File: src/rtl/lcts_pkg.sv
// ----------------------------------------------------------------------------
// lcts_pkg
// shared types, register codes and reset values for the lba to chs splitter
// ----------------------------------------------------------------------------
package lcts_pkg;

  localparam int unsigned MAX_RUN_SECTORS = 64;

  localparam int unsigned AddrW  = 16;
  localparam int unsigned CountW = 7;
  localparam int unsigned GeoW   = 8;
  localparam int unsigned SbW    = 13;
  localparam int unsigned OffW   = 18;
  localparam int unsigned BytesW = 19;
  localparam int unsigned CfgIdxW = 2;

  localparam logic [GeoW-1:0] SptReset   = 8'd18;
  localparam logic [GeoW-1:0] HeadsReset = 8'd2;
  localparam logic [SbW-1:0]  SbReset    = 13'd512;

  typedef enum logic [CfgIdxW-1:0] {
    CFG_SPT    = 2'd0,
    CFG_HEADS  = 2'd1,
    CFG_SBYTES = 2'd2
  } cfg_idx_e;

  typedef enum logic [1:0] {
    S_IDLE,
    S_DIV_TRK,
    S_DIV_CYL,
    S_RUN
  } state_e;

  // divider status seen by the control side
  typedef struct packed {
    logic            done;
    logic [AddrW-1:0] quotient;
    logic [GeoW-1:0]  remainder;
  } div_stat_t;

  typedef struct packed {
    logic [AddrW-1:0]  cylinder;
    logic [GeoW-1:0]   head;
    logic [GeoW-1:0]   first_sector;
    logic [CountW-1:0] run_sectors;
    logic [OffW-1:0]   buffer_offset;
    logic [BytesW-1:0] run_bytes;
    logic              dir_out;
    logic              last_run;
  } run_t;

endpackage

File: src/rtl/lcts_req_if.sv
// ----------------------------------------------------------------------------
// lcts_req_if
// request channel: start sector, sector count and direction
// ----------------------------------------------------------------------------
interface lcts_req_if;
  logic        valid;
  logic        ready;
  logic [15:0] start_sector;
  logic [6:0]  sector_total;
  logic        write_dir;

  modport source (output valid, output start_sector, output sector_total,
                  output write_dir, input ready);
  modport sink   (input valid, input start_sector, input sector_total,
                  input write_dir, output ready);
endinterface

File: src/rtl/lcts_run_if.sv
// ----------------------------------------------------------------------------
// lcts_run_if
// run channel: one word per track-bounded run
// ----------------------------------------------------------------------------
interface lcts_run_if;
  logic        valid;
  logic        ready;
  logic [15:0] cylinder;
  logic [7:0]  head;
  logic [7:0]  first_sector;
  logic [6:0]  run_sectors;
  logic [17:0] buffer_offset;
  logic [18:0] run_bytes;
  logic        dir_out;
  logic        last_run;

  modport source (output valid, output cylinder, output head, output first_sector,
                  output run_sectors, output buffer_offset, output run_bytes,
                  output dir_out, output last_run, input ready);
  modport sink   (input valid, input cylinder, input head, input first_sector,
                  input run_sectors, input buffer_offset, input run_bytes,
                  input dir_out, input last_run, output ready);
endinterface

File: src/rtl/lcts_div.sv
// ----------------------------------------------------------------------------
// lcts_div
// bit-serial restoring divider, 16-bit dividend by 8-bit divisor, one
// quotient bit per cycle
// ----------------------------------------------------------------------------
module lcts_div (
  input  logic                      clk_i,
  input  logic                      rst_ni,
  input  logic                      start_i,
  input  logic [lcts_pkg::AddrW-1:0] dividend_i,
  input  logic [lcts_pkg::GeoW-1:0]  divisor_i,
  output lcts_pkg::div_stat_t       stat_o
);
  import lcts_pkg::*;

  logic             busy_q, busy_d;
  logic             done_q, done_d;
  logic [3:0]       cnt_q, cnt_d;
  logic [AddrW-1:0] dvd_q, dvd_d;
  logic [GeoW-1:0]  rem_q, rem_d;
  logic [GeoW-1:0]  div_q, div_d;
  logic [GeoW:0]    trial;
  logic             fits;

  assign trial = {rem_q, dvd_q[AddrW-1]};
  assign fits  = trial >= {1'b0, div_q};

  always_comb begin
    busy_d = busy_q;
    done_d = 1'b0;
    cnt_d  = cnt_q;
    dvd_d  = dvd_q;
    rem_d  = rem_q;
    div_d  = div_q;
    if (start_i) begin
      busy_d = 1'b1;
      cnt_d  = '0;
      dvd_d  = dividend_i;
      rem_d  = '0;
      div_d  = divisor_i;
    end else if (busy_q) begin
      // quotient bits shift in behind the dividend bits
      rem_d = fits ? GeoW'(trial - {1'b0, div_q}) : trial[GeoW-1:0];
      dvd_d = {dvd_q[AddrW-2:0], fits};
      cnt_d = cnt_q + 4'd1;
      if (cnt_q == 4'd15) begin
        busy_d = 1'b0;
        done_d = 1'b1;
      end
    end
  end

  always_ff @(posedge clk_i or negedge rst_ni) begin
    if (!rst_ni) begin
      busy_q <= 1'b0;
      done_q <= 1'b0;
      cnt_q  <= '0;
    end else begin
      busy_q <= busy_d;
      done_q <= done_d;
      cnt_q  <= cnt_d;
    end
  end

  always_ff @(posedge clk_i) begin
    dvd_q <= dvd_d;
    rem_q <= rem_d;
    div_q <= div_d;
  end

  assign stat_o.done      = done_q;
  assign stat_o.quotient  = dvd_q;
  assign stat_o.remainder = rem_q;

endmodule

File: src/rtl/lba_to_chs_track_splitter_unit.sv
// ----------------------------------------------------------------------------
// lba_to_chs_track_splitter_unit
// splits a linear sector request into runs that stay within one track
// ----------------------------------------------------------------------------
//  channel  | dir | handshake     | contents
//  req_i    | in  | valid/ready   | start_sector, sector_total, write_dir
//  run_o    | out | valid/ready   | cylinder, head, first_sector, run_sectors,
//           |     |               | buffer_offset, run_bytes, dir_out, last_run
//  cfg      | in  | write enable  | cfg_idx_i, cfg_data_i
//
//  first run word after a request is taken: two serial divides (by sectors
//  per track, then by heads), then a load; then one run word per
//  cycle unless run_o stalls; a run that carries the address past 65535 costs
//  two more divides; one request at a time: req_i.ready is high only when idle
//  the run word sits in an output register, stalls hold it; the next
//  request may be accepted while the last word waits
//  reset restores the default geometry and empties the output register
// ----------------------------------------------------------------------------
module lba_to_chs_track_splitter_unit #(
  parameter int unsigned MaxRunSectors = lcts_pkg::MAX_RUN_SECTORS
) (
  input  logic                        clk_i,
  input  logic                        rst_ni,
  lcts_req_if.sink                    req_i,
  lcts_run_if.source                  run_o,
  input  logic                        cfg_we_i,
  input  logic [lcts_pkg::CfgIdxW-1:0] cfg_idx_i,
  input  logic [lcts_pkg::SbW-1:0]     cfg_data_i
);
  import lcts_pkg::*;

  localparam logic [CountW-1:0] MaxRun = CountW'(MaxRunSectors);

  logic [GeoW-1:0] spt_q, heads_q;
  logic [SbW-1:0]  sb_q;

  state_e state_q, state_d;

  logic [AddrW-1:0]  addr_q, addr_d;
  logic [CountW-1:0] left_q, left_d;
  logic              dir_q, dir_d;
  logic [OffW-1:0]   off_q, off_d;
  logic [GeoW-1:0]   first_q, first_d;
  logic [GeoW-1:0]   head_q, head_d;
  logic [AddrW-1:0]  cyl_q, cyl_d;

  logic              vld_q, vld_d;
  run_t              out_q, out_d;

  logic [GeoW-1:0]   spt_eff, heads_eff;
  logic [GeoW-1:0]   room;
  logic [CountW-1:0] run_len, left_after, total_clamp;
  logic [SbW+CountW-1:0] prod;
  logic [AddrW:0]    addr_sum;
  logic [GeoW-1:0]   head_inc;
  logic              load, req_acc;

  logic              div_start;
  logic [AddrW-1:0]  div_dvd;
  logic [GeoW-1:0]   div_dvs;
  div_stat_t         div_st;

  lcts_div u_div (
    .clk_i,
    .rst_ni,
    .start_i    (div_start),
    .dividend_i (div_dvd),
    .divisor_i  (div_dvs),
    .stat_o     (div_st)
  );

  // configuration registers
  always_ff @(posedge clk_i or negedge rst_ni) begin
    if (!rst_ni) begin
      spt_q   <= SptReset;
      heads_q <= HeadsReset;
      sb_q    <= SbReset;
    end else if (cfg_we_i) begin
      unique case (cfg_idx_i)
        CFG_SPT:    spt_q   <= cfg_data_i[GeoW-1:0];
        CFG_HEADS:  heads_q <= cfg_data_i[GeoW-1:0];
        CFG_SBYTES: sb_q    <= cfg_data_i;
        default:    ;
      endcase
    end
  end

  assign spt_eff   = (spt_q == '0) ? GeoW'(1) : spt_q;
  assign heads_eff = (heads_q == '0) ? GeoW'(1) : heads_q;

  assign total_clamp = (req_i.sector_total > MaxRun) ? MaxRun : req_i.sector_total;
  assign req_i.ready = (state_q == S_IDLE);
  assign req_acc     = req_i.valid && req_i.ready;

  // run arithmetic
  assign room       = spt_eff - first_q;
  assign run_len    = ({1'b0, left_q} > room) ? room[CountW-1:0] : left_q;
  assign left_after = left_q - run_len;
  assign prod       = run_len * sb_q;
  assign addr_sum   = {1'b0, addr_q} + {{(AddrW+1-CountW){1'b0}}, run_len};
  assign head_inc   = head_q + GeoW'(1);

  assign load = (state_q == S_RUN) && (!vld_q || run_o.ready);

  always_comb begin
    state_d   = state_q;
    addr_d    = addr_q;
    left_d    = left_q;
    dir_d     = dir_q;
    off_d     = off_q;
    first_d   = first_q;
    head_d    = head_q;
    cyl_d     = cyl_q;
    div_start = 1'b0;
    div_dvd   = req_i.start_sector;
    div_dvs   = spt_eff;
    vld_d     = vld_q && !run_o.ready;
    out_d     = out_q;

    unique case (state_q)
      S_IDLE: begin
        if (req_acc) begin
          addr_d = req_i.start_sector;
          left_d = total_clamp;
          dir_d  = req_i.write_dir;
          off_d  = '0;
          if (total_clamp != '0) begin
            div_start = 1'b1;
            state_d   = S_DIV_TRK;
          end
        end
      end
      S_DIV_TRK: begin
        if (div_st.done) begin
          first_d   = div_st.remainder;
          div_start = 1'b1;
          div_dvd   = div_st.quotient;
          div_dvs   = heads_eff;
          state_d   = S_DIV_CYL;
        end
      end
      S_DIV_CYL: begin
        if (div_st.done) begin
          cyl_d   = div_st.quotient;
          head_d  = div_st.remainder;
          state_d = S_RUN;
        end
      end
      S_RUN: begin
        if (load) begin
          vld_d               = 1'b1;
          out_d.cylinder      = cyl_q;
          out_d.head          = head_q;
          out_d.first_sector  = first_q;
          out_d.run_sectors   = run_len;
          out_d.buffer_offset = off_q;
          out_d.run_bytes     = BytesW'(prod);
          out_d.dir_out       = dir_q;
          out_d.last_run      = (left_after == '0);
          off_d  = off_q + OffW'(prod);
          left_d = left_after;
          addr_d = addr_sum[AddrW-1:0];
          if (left_after == '0) begin
            state_d = S_IDLE;
          end else if (addr_sum[AddrW]) begin
            // address wrapped: geometry no longer follows, divide again
            div_start = 1'b1;
            div_dvd   = addr_sum[AddrW-1:0];
            state_d   = S_DIV_TRK;
          end else begin
            // run ended on a track boundary, step to the next track
            first_d = '0;
            if (head_inc == heads_eff) begin
              head_d = '0;
              cyl_d  = cyl_q + AddrW'(1);
            end else begin
              head_d = head_inc;
            end
          end
        end
      end
      default: state_d = S_IDLE;
    endcase
  end

  always_ff @(posedge clk_i or negedge rst_ni) begin
    if (!rst_ni) begin
      state_q <= S_IDLE;
      vld_q   <= 1'b0;
    end else begin
      state_q <= state_d;
      vld_q   <= vld_d;
    end
  end

  always_ff @(posedge clk_i) begin
    addr_q  <= addr_d;
    left_q  <= left_d;
    dir_q   <= dir_d;
    off_q   <= off_d;
    first_q <= first_d;
    head_q  <= head_d;
    cyl_q   <= cyl_d;
    out_q   <= out_d;
  end

  assign run_o.valid         = vld_q;
  assign run_o.cylinder      = out_q.cylinder;
  assign run_o.head          = out_q.head;
  assign run_o.first_sector  = out_q.first_sector;
  assign run_o.run_sectors   = out_q.run_sectors;
  assign run_o.buffer_offset = out_q.buffer_offset;
  assign run_o.run_bytes     = out_q.run_bytes;
  assign run_o.dir_out       = out_q.dir_out;
  assign run_o.last_run      = out_q.last_run;

endmodule

File: src/flat_wrapper.sv
// flat-port wrapper written by rule: the top's interface ports become plain ports
module lba_to_chs_track_splitter_unit_flat import lcts_pkg::*;
#(
  parameter int unsigned MaxRunSectors = lcts_pkg::MAX_RUN_SECTORS
)
  (clk_i, rst_ni, cfg_we_i, cfg_idx_i, cfg_data_i, req_i_valid, req_i_start_sector, req_i_sector_total, req_i_write_dir, req_i_ready, run_o_valid, run_o_cylinder, run_o_head, run_o_first_sector, run_o_run_sectors, run_o_buffer_offset, run_o_run_bytes, run_o_dir_out, run_o_last_run, run_o_ready);
  lcts_req_if req_i_i ();
  lcts_run_if run_o_i ();
  input  logic clk_i;
  input  logic rst_ni;
  input  logic cfg_we_i;
  input  logic [lcts_pkg::CfgIdxW-1:0] cfg_idx_i;
  input  logic [lcts_pkg::SbW-1:0] cfg_data_i;
  input wire logic [$bits(req_i_i.valid)-1:0] req_i_valid;
  input wire logic [$bits(req_i_i.start_sector)-1:0] req_i_start_sector;
  input wire logic [$bits(req_i_i.sector_total)-1:0] req_i_sector_total;
  input wire logic [$bits(req_i_i.write_dir)-1:0] req_i_write_dir;
  output wire logic [$bits(req_i_i.ready)-1:0] req_i_ready;
  output wire logic [$bits(run_o_i.valid)-1:0] run_o_valid;
  output wire logic [$bits(run_o_i.cylinder)-1:0] run_o_cylinder;
  output wire logic [$bits(run_o_i.head)-1:0] run_o_head;
  output wire logic [$bits(run_o_i.first_sector)-1:0] run_o_first_sector;
  output wire logic [$bits(run_o_i.run_sectors)-1:0] run_o_run_sectors;
  output wire logic [$bits(run_o_i.buffer_offset)-1:0] run_o_buffer_offset;
  output wire logic [$bits(run_o_i.run_bytes)-1:0] run_o_run_bytes;
  output wire logic [$bits(run_o_i.dir_out)-1:0] run_o_dir_out;
  output wire logic [$bits(run_o_i.last_run)-1:0] run_o_last_run;
  input wire logic [$bits(run_o_i.ready)-1:0] run_o_ready;
  assign req_i_i.valid = req_i_valid;
  assign req_i_i.start_sector = req_i_start_sector;
  assign req_i_i.sector_total = req_i_sector_total;
  assign req_i_i.write_dir = req_i_write_dir;
  assign req_i_ready = req_i_i.ready;
  assign run_o_valid = run_o_i.valid;
  assign run_o_cylinder = run_o_i.cylinder;
  assign run_o_head = run_o_i.head;
  assign run_o_first_sector = run_o_i.first_sector;
  assign run_o_run_sectors = run_o_i.run_sectors;
  assign run_o_buffer_offset = run_o_i.buffer_offset;
  assign run_o_run_bytes = run_o_i.run_bytes;
  assign run_o_dir_out = run_o_i.dir_out;
  assign run_o_last_run = run_o_i.last_run;
  assign run_o_i.ready = run_o_ready;
  lba_to_chs_track_splitter_unit #(.MaxRunSectors(MaxRunSectors)) u_core (.clk_i(clk_i), .rst_ni(rst_ni), .req_i(req_i_i), .run_o(run_o_i), .cfg_we_i(cfg_we_i), .cfg_idx_i(cfg_idx_i), .cfg_data_i(cfg_data_i));
endmodule
File: config.mk
export PLATFORM = sky130hd
export DESIGN_NAME = lba_to_chs_track_splitter_unit_flat
export DESIGN_NICKNAME = d
export VERILOG_FILES = /design/src/rtl/lcts_pkg.sv /design/src/rtl/lcts_req_if.sv /design/src/rtl/lcts_run_if.sv /design/src/rtl/lcts_div.sv /design/src/rtl/lba_to_chs_track_splitter_unit.sv /design/src/flat_wrapper.sv
export SDC_FILE = /design/constraint.sdc
export NUM_CORES = 1
export LEC_CHECK = 0
export BUFFER_PORTS_ARGS = -buffer_cell sky130_fd_sc_hd__buf_2
export CAP_MARGIN = 20
export CORE_ASPECT_RATIO = 0.5
export CORE_MARGIN = 2
export CORE_UTILIZATION = 47
export DETAILED_ROUTE_END_ITERATION = 12
export GPL_ROUTABILITY_DRIVEN = 0
export GPL_TIMING_DRIVEN = 0
export PLACE_DENSITY = 0.69
export SLEW_MARGIN = 20
export SYNTH_ARGS = -nofsm -noshare
export SYNTH_HDL_FRONTEND = slang
export SYNTH_HIERARCHICAL = 1
export SYNTH_SLANG_ARGS = --single-unit
File: constraint.sdc
create_clock -name clk_i -period 15.43 [get_ports clk_i]
set_input_delay 3.086 -clock clk_i [delete_from_list [all_inputs] [get_ports clk_i]]
set_output_delay 3.086 -clock clk_i [all_outputs]
set_load 0.005 [all_outputs]
# == Word level (Yosys, flattened, before mapping) ==
# Index checks and enable logic that the tools add are counted.
# classes
add_sub_neg,8
mul,1
magnitude_cmp,3
eq_ne,17
n_mux,64
reduce_logical,27
# op_table
op,count
2-to-1 mux 16 bit,13
2-to-1 mux 8 bit,13
case mux 16 bit (2 select lines),3
2-to-1 mux 18 bit,2
case mux 18 bit (2 select lines),1
case mux 8 bit (2 select lines),2
2-to-1 mux 7 bit,4
multiplier 7 x 13 -> 19 bit,1
adder 18 bit,1
adder 16 x 7 -> 17 bit,1
adder 16 x 1 -> 16 bit (second input constant),1
zero test 8 bit,2
subtractor 8 bit,2
2-to-1 mux 1 bit,14
2-to-1 mux 2 bit,7
!= test 2 bit (second input constant),7
case mux 7 bit (2 select lines),1
AND reduction 2 bit,6
AND reduction 6 bit,2
AND reduction 5 bit,2
greater-or-equal comparator 9 x 8 -> 1 bit,1
adder 8 x 1 -> 8 bit (second input constant),1
equality test 8 bit,1
> comparator 7 x 8 -> 1 bit,1
other kinds (20),31
# word_totals
ff_bits,222
input_bits,44
out_inout_bits,80

# == Depth between registers and ports, before layout ==
# logic_depth
depth_word,12
depth_mapped,44

# == Modules after synthesis ==
# The synthesis kept the hierarchy.
# modules_own_cells
module,instances,cells_per_inst,area_each_um2,seq_area_each_um2
lba_to_chs_track_splitter_unit,1,1153,12575.8,5370.2
lcts_div,1,175,1996.9,1031.0

# == Worst setup path after synthesis ==
# OpenSTA, ideal clock, no wires.
# synth_path
path_type,register -> register
start,reg u_core.spt_q[4]
end,reg u_core.off_q[17] (data pin)
t_arrival_ns,8.974
slack_ns,6.201
stages_incl_launch_ff,41
path_buffers,3
path_cell_list,dfstp_2 > nor3_1 > a21oi_1 > ha_1 > fa_1 > nor2b_4 > o31a_1 > o311ai_2 > inv_1 > ha_1 > a21oi_1 > nand2b_1 > o21ai_1 > or2_1 > clkbuf_1 > buf_6 > nand2_1 > o21ai_1 > [... 5 more ...] > inv_1 > fa_1 > inv_1 > ha_1 > and2_1 > a22o_1 > a311oi_2 > a21oi_1 > a21oi_1 > nor2_1 > nor3_1 > nor3_1 > ha_1 > a2111oi_0 > nor4bb_1 > a211oi_1 > xnor2_1 > and2_1
# synth_between
elab_chain_cells,9
# synth_lines
element,line_no,source
"start, declared",lba_to_chs_track_splitter_unit.sv:34,"logic [GeoW-1:0] spt_q, heads_q;"
"start signal, assigned",lba_to_chs_track_splitter_unit.sv:75,spt_q <= SptReset;
"start signal, assigned",lba_to_chs_track_splitter_unit.sv:80,CFG_SPT: spt_q <= cfg_data_i[GeoW-1:0];
zero test 8 bit,lba_to_chs_track_splitter_unit.sv:88,assign spt_eff = (spt_q == '0) ? GeoW'(1) : spt_q;
2-to-1 mux 8 bit (*),lba_to_chs_track_splitter_unit.sv:88,
subtractor 8 bit (*),lba_to_chs_track_splitter_unit.sv:96,assign room = spt_eff - first_q;
> comparator 7 x 8 -> 1 bit,lba_to_chs_track_splitter_unit.sv:97,"assign run_len = ({1'b0, left_q} > room) ? room[CountW-1:0] : left_q;"
2-to-1 mux 7 bit (*),lba_to_chs_track_splitter_unit.sv:97,
net u_core.run_len[5],lba_to_chs_track_splitter_unit.sv:52,"logic [CountW-1:0] run_len, left_after, total_clamp;"
multiplier 7 x 13 -> 19 bit (*),lba_to_chs_track_splitter_unit.sv:99,assign prod = run_len * sb_q;
net u_core.prod[15],lba_to_chs_track_splitter_unit.sv:53,logic [SbW+CountW-1:0] prod;
adder 18 bit (*),lba_to_chs_track_splitter_unit.sv:160,off_d = off_q + OffW'(prod);
2-to-1 mux 18 bit (*),lba_to_chs_track_splitter_unit.sv:150,if (load) begin
case mux 18 bit (2 select lines) (*),lba_to_chs_track_splitter_unit.sv:120,unique case (state_q)
"end signal, assigned",lba_to_chs_track_splitter_unit.sv:200,off_q <= off_d;
"end, declared",lba_to_chs_track_splitter_unit.sv:42,"logic [OffW-1:0] off_q, off_d;"
# The timed path passes the listed nets; every way through them passes the cells marked *. The select of a mux whose other input is x is not followed.
# A chain may end at the register's enable or synchronous reset.

# == Worst setup path in the final report ==
# Ends and elaborated chain as after synthesis.

==> flow_metrics.tcl <==
set metrics [dict create \
    worstPathMaxFanout 11 \
    min_period_ns 10.63 \
    regArea_um2 6400 \
    worstHoldPathType "flop to flop" \
    post_cts_buffers 0 \
    cpMostUsedCell "fa_1" \
    worstPathArrival_ns 10.90 \
    max_freq_mhz 94.1 \
    synth_most_common_cell "edfxtp_1" \
    dpl.hpwl_um 27400 \
    overflow 0 \
    slew_viol_final 0 \
    setup_violations 0 \
    syn-num-nets 1526 \
    synth_edf_count 176 \
    io_buffers 123 \
    ios 124 \
    cts_num_sinks 222 \
    startpoint_type "flop" \
    reg2reg_depth 40 \
    die-area_um2 32500 \
    hold_viol_final 0 \
    htreeDepth 1 \
    reg2reg_to "u_core/off_q[17]" \
    synth_warnings 6 \
    nets 1677 \
    cts_resized 0 \
    grt_max_degree 39 \
    synth_area_um2 14600 \
    postCtsHoldBufs 0 \
    drive_above_1_share_pct 17.8 \
    rows 45 \
    synthFlopType "edfxtp_1" \
    cts-buffers-inserted 22 \
    synth.distinct_cells 80 \
    multi_input_area_um2 7520 \
    drt_iter0_drc 783 \
    grt_first_pass_wirelength_um 56700 \
    post-synth-top-area-cell "edfxtp_1" \
    vias_per_cell 5.66 \
    yosys-top-cells-count "edfxtp_1 (176), inv_1 (122), nand2_1 (100)" \
    clockBufferDepth 3 \
    cp-end-kind "flop" \
    cts-root-buf "clkbuf_16" \
    ff2ff_setup_slack_ns 4.80 \
    wl_per_cell_um 19.0 \
    min_from "u_core/dir_q" \
    antenna_found_initial 2 \
    min_path_cells 0 \
    crit_slowest_cell "a2111oi_1" \
    ys_top_cells_by_area "edfxtp_1 (36%), ha_1 (8.2%), fa_1 (8.0%)" \
    period_share_pct 68.9 \
    cp_slowest_stage_delay_ns 0.70 \
    num-fill-cells 2608 \
    synthArstFlopShare_pct 17.1 \
    fin_tns_setup_ns 0 \
    die_x_um 253 \
    clk_pin_slew_ns 0.07 \
    cp_data_required_time_ns 15.71 \
    hold_path_end "u_core/run_o.dir_out" \
    grt.total_usage_pct 22.2 \
    core_um2 30400 \
    cts_tree "built" \
    synthToLayoutAreaGrowth_pct 12.9 \
    worstMarginPinSlew_ns 1.01 \
    ys_seq_area_share_pct 43.9 \
    maxSlewHeadroom_pct 31.9 \
    grt_pass1_vias 10700 \
    ant_nets 0 \
    ys_seq_elements 222 \
    finClkSkew_ns 0.0236 \
    synthCells 1328 \
    avgSynthCellArea_um2 11.0 \
    die_h_um 129 \
    rsz0062_at_grt "false" \
    postRouteWirelength_um 36000 \
    maxCapViolCount 0 \
    reg2reg_from "u_core/spt_q[4]" \
    synth.top_cell.area_share_pct 36.3 \
    first_pass_iters 5 \
    route.detailed.drc 0 \
    num_vias 10700 \
    start_util_pct 47.9 \
    status "completed" \
    critPathKind "flop to flop" \
    clock_latency_ns 0.53 \
]
==> cells in the final DEF, fill, tap and decap left out, drive strengths merged, types with 14 or more instances in the layout <==
master and instances:
edfxtp 176, buf 153, inv 125, nand2 100, ha 96, nor2 88, and2 64, a21oi 64
fa 58, o21ai 54, xnor2 53, mux2 52, clkbuf 39, dfrtp 34, xor2 31, nand3 27
nor2b 24, nor3 20, a21o 14, o21bai 14, clkinv 14
==> sequential cells by signal (all words and copies together) (netlist names), 13 cells and up <==
register and count:
u_core/run_o.cylinder 16, u_core/run_o.buffer_offset 18, u_core/u_div/dvd_q 16, u_core/off_q 18, u_core/run_o.run_bytes 19, u_core/addr_q 16, u_core/sb_q 13, u_core/cyl_q 16
==> worst max-delay path, delay by kind of cell (launching register included) <==
| family | cells | cell delay, ns |
|---|---|---|
| and+or+nand+nor | 12 | 1.72 |
| buffers and inverters | 6 | 1.02 |
| AOI/OAI and AO/OA | 12 | 3.35 |
| DFF | 1 | 0.58 |
| adders and majority gates | 9 | 3.53 |
| xor gates and xnor gates | 1 | 0.15 |
==> through the flow <==
step | hold slack [ns] | setup slack (ns) | cell area, um^2 | utilization [%] | instances
global route | 0.442 | 4.15 | 16500 | 54.1 | 1894
CTS | 0.430 | 4.63 | 16500 | 54.1 | 1893
global placement | 0.401 | 3.41 | 15700 | 51.6 | 1850
finish | 0.429 | 4.80 | 16500 | 54.1 | 1894
detailed placement | 0.416 | 4.76 | 15800 | 52.0 | 1854
floorplan | 0.400 | 6.20 | 14600 | - | 1328
==> kinds of logic after synthesis <==
family | share of synthesized area (%)
AO/OA/AOI/OAI | 11.7
XOR/XNOR | 5.05
adder cells (fa/ha/maj) | 16.2
buffers and inverters | 4.60
flip-flops | 43.9
multiplexers | 4.89
AND/OR/NAND/NOR | 13.7
==> how the worst max path moves through the flow <==
stage / startpoint / endpoint / slack (ns) / cells after the start
global route: u_core/spt_q[4] / u_core/off_q[17] / 4.15 / 40
global placement: run_o_ready / u_core/u_div/dvd_q[9] / 3.41 / 8
floorplan: u_core/spt_q[4] / u_core/off_q[17] / 6.20 / 40
CTS: u_core/spt_q[4] / u_core/off_q[17] / 4.63 / 40
finish: u_core/spt_q[4] / u_core/off_q[17] / 4.80 / 40
detailed placement: u_core/spt_q[4] / u_core/off_q[17] / 4.76 / 40
==> per-layer routing <==
layer	vias to the layer above	wire length, um	track usage [%]
met5	-	13	0
met4	2	808	5.78
met3	58	2060	3.38
met2	316	17400	37.8
met1	5335	15700	29.9
li1	5015	-	-
==> cell type report <==
type | instances | share of cell area (%)
tap | 399 | 3.03
clock buffer | 24 | 3.39
clock inverter | 15 | 0.601
sequential | 222 | 38.9
timing repair buffer | 127 | 4.32
buffer | 41 | 1.19
inverter | 125 | 2.88
antenna | 1 | 0.0152
multi-input combinational | 940 | 45.7
Power is not shown: default switching activity piles up to over one toggle a cycle in this logic, so the estimate is an artifact.
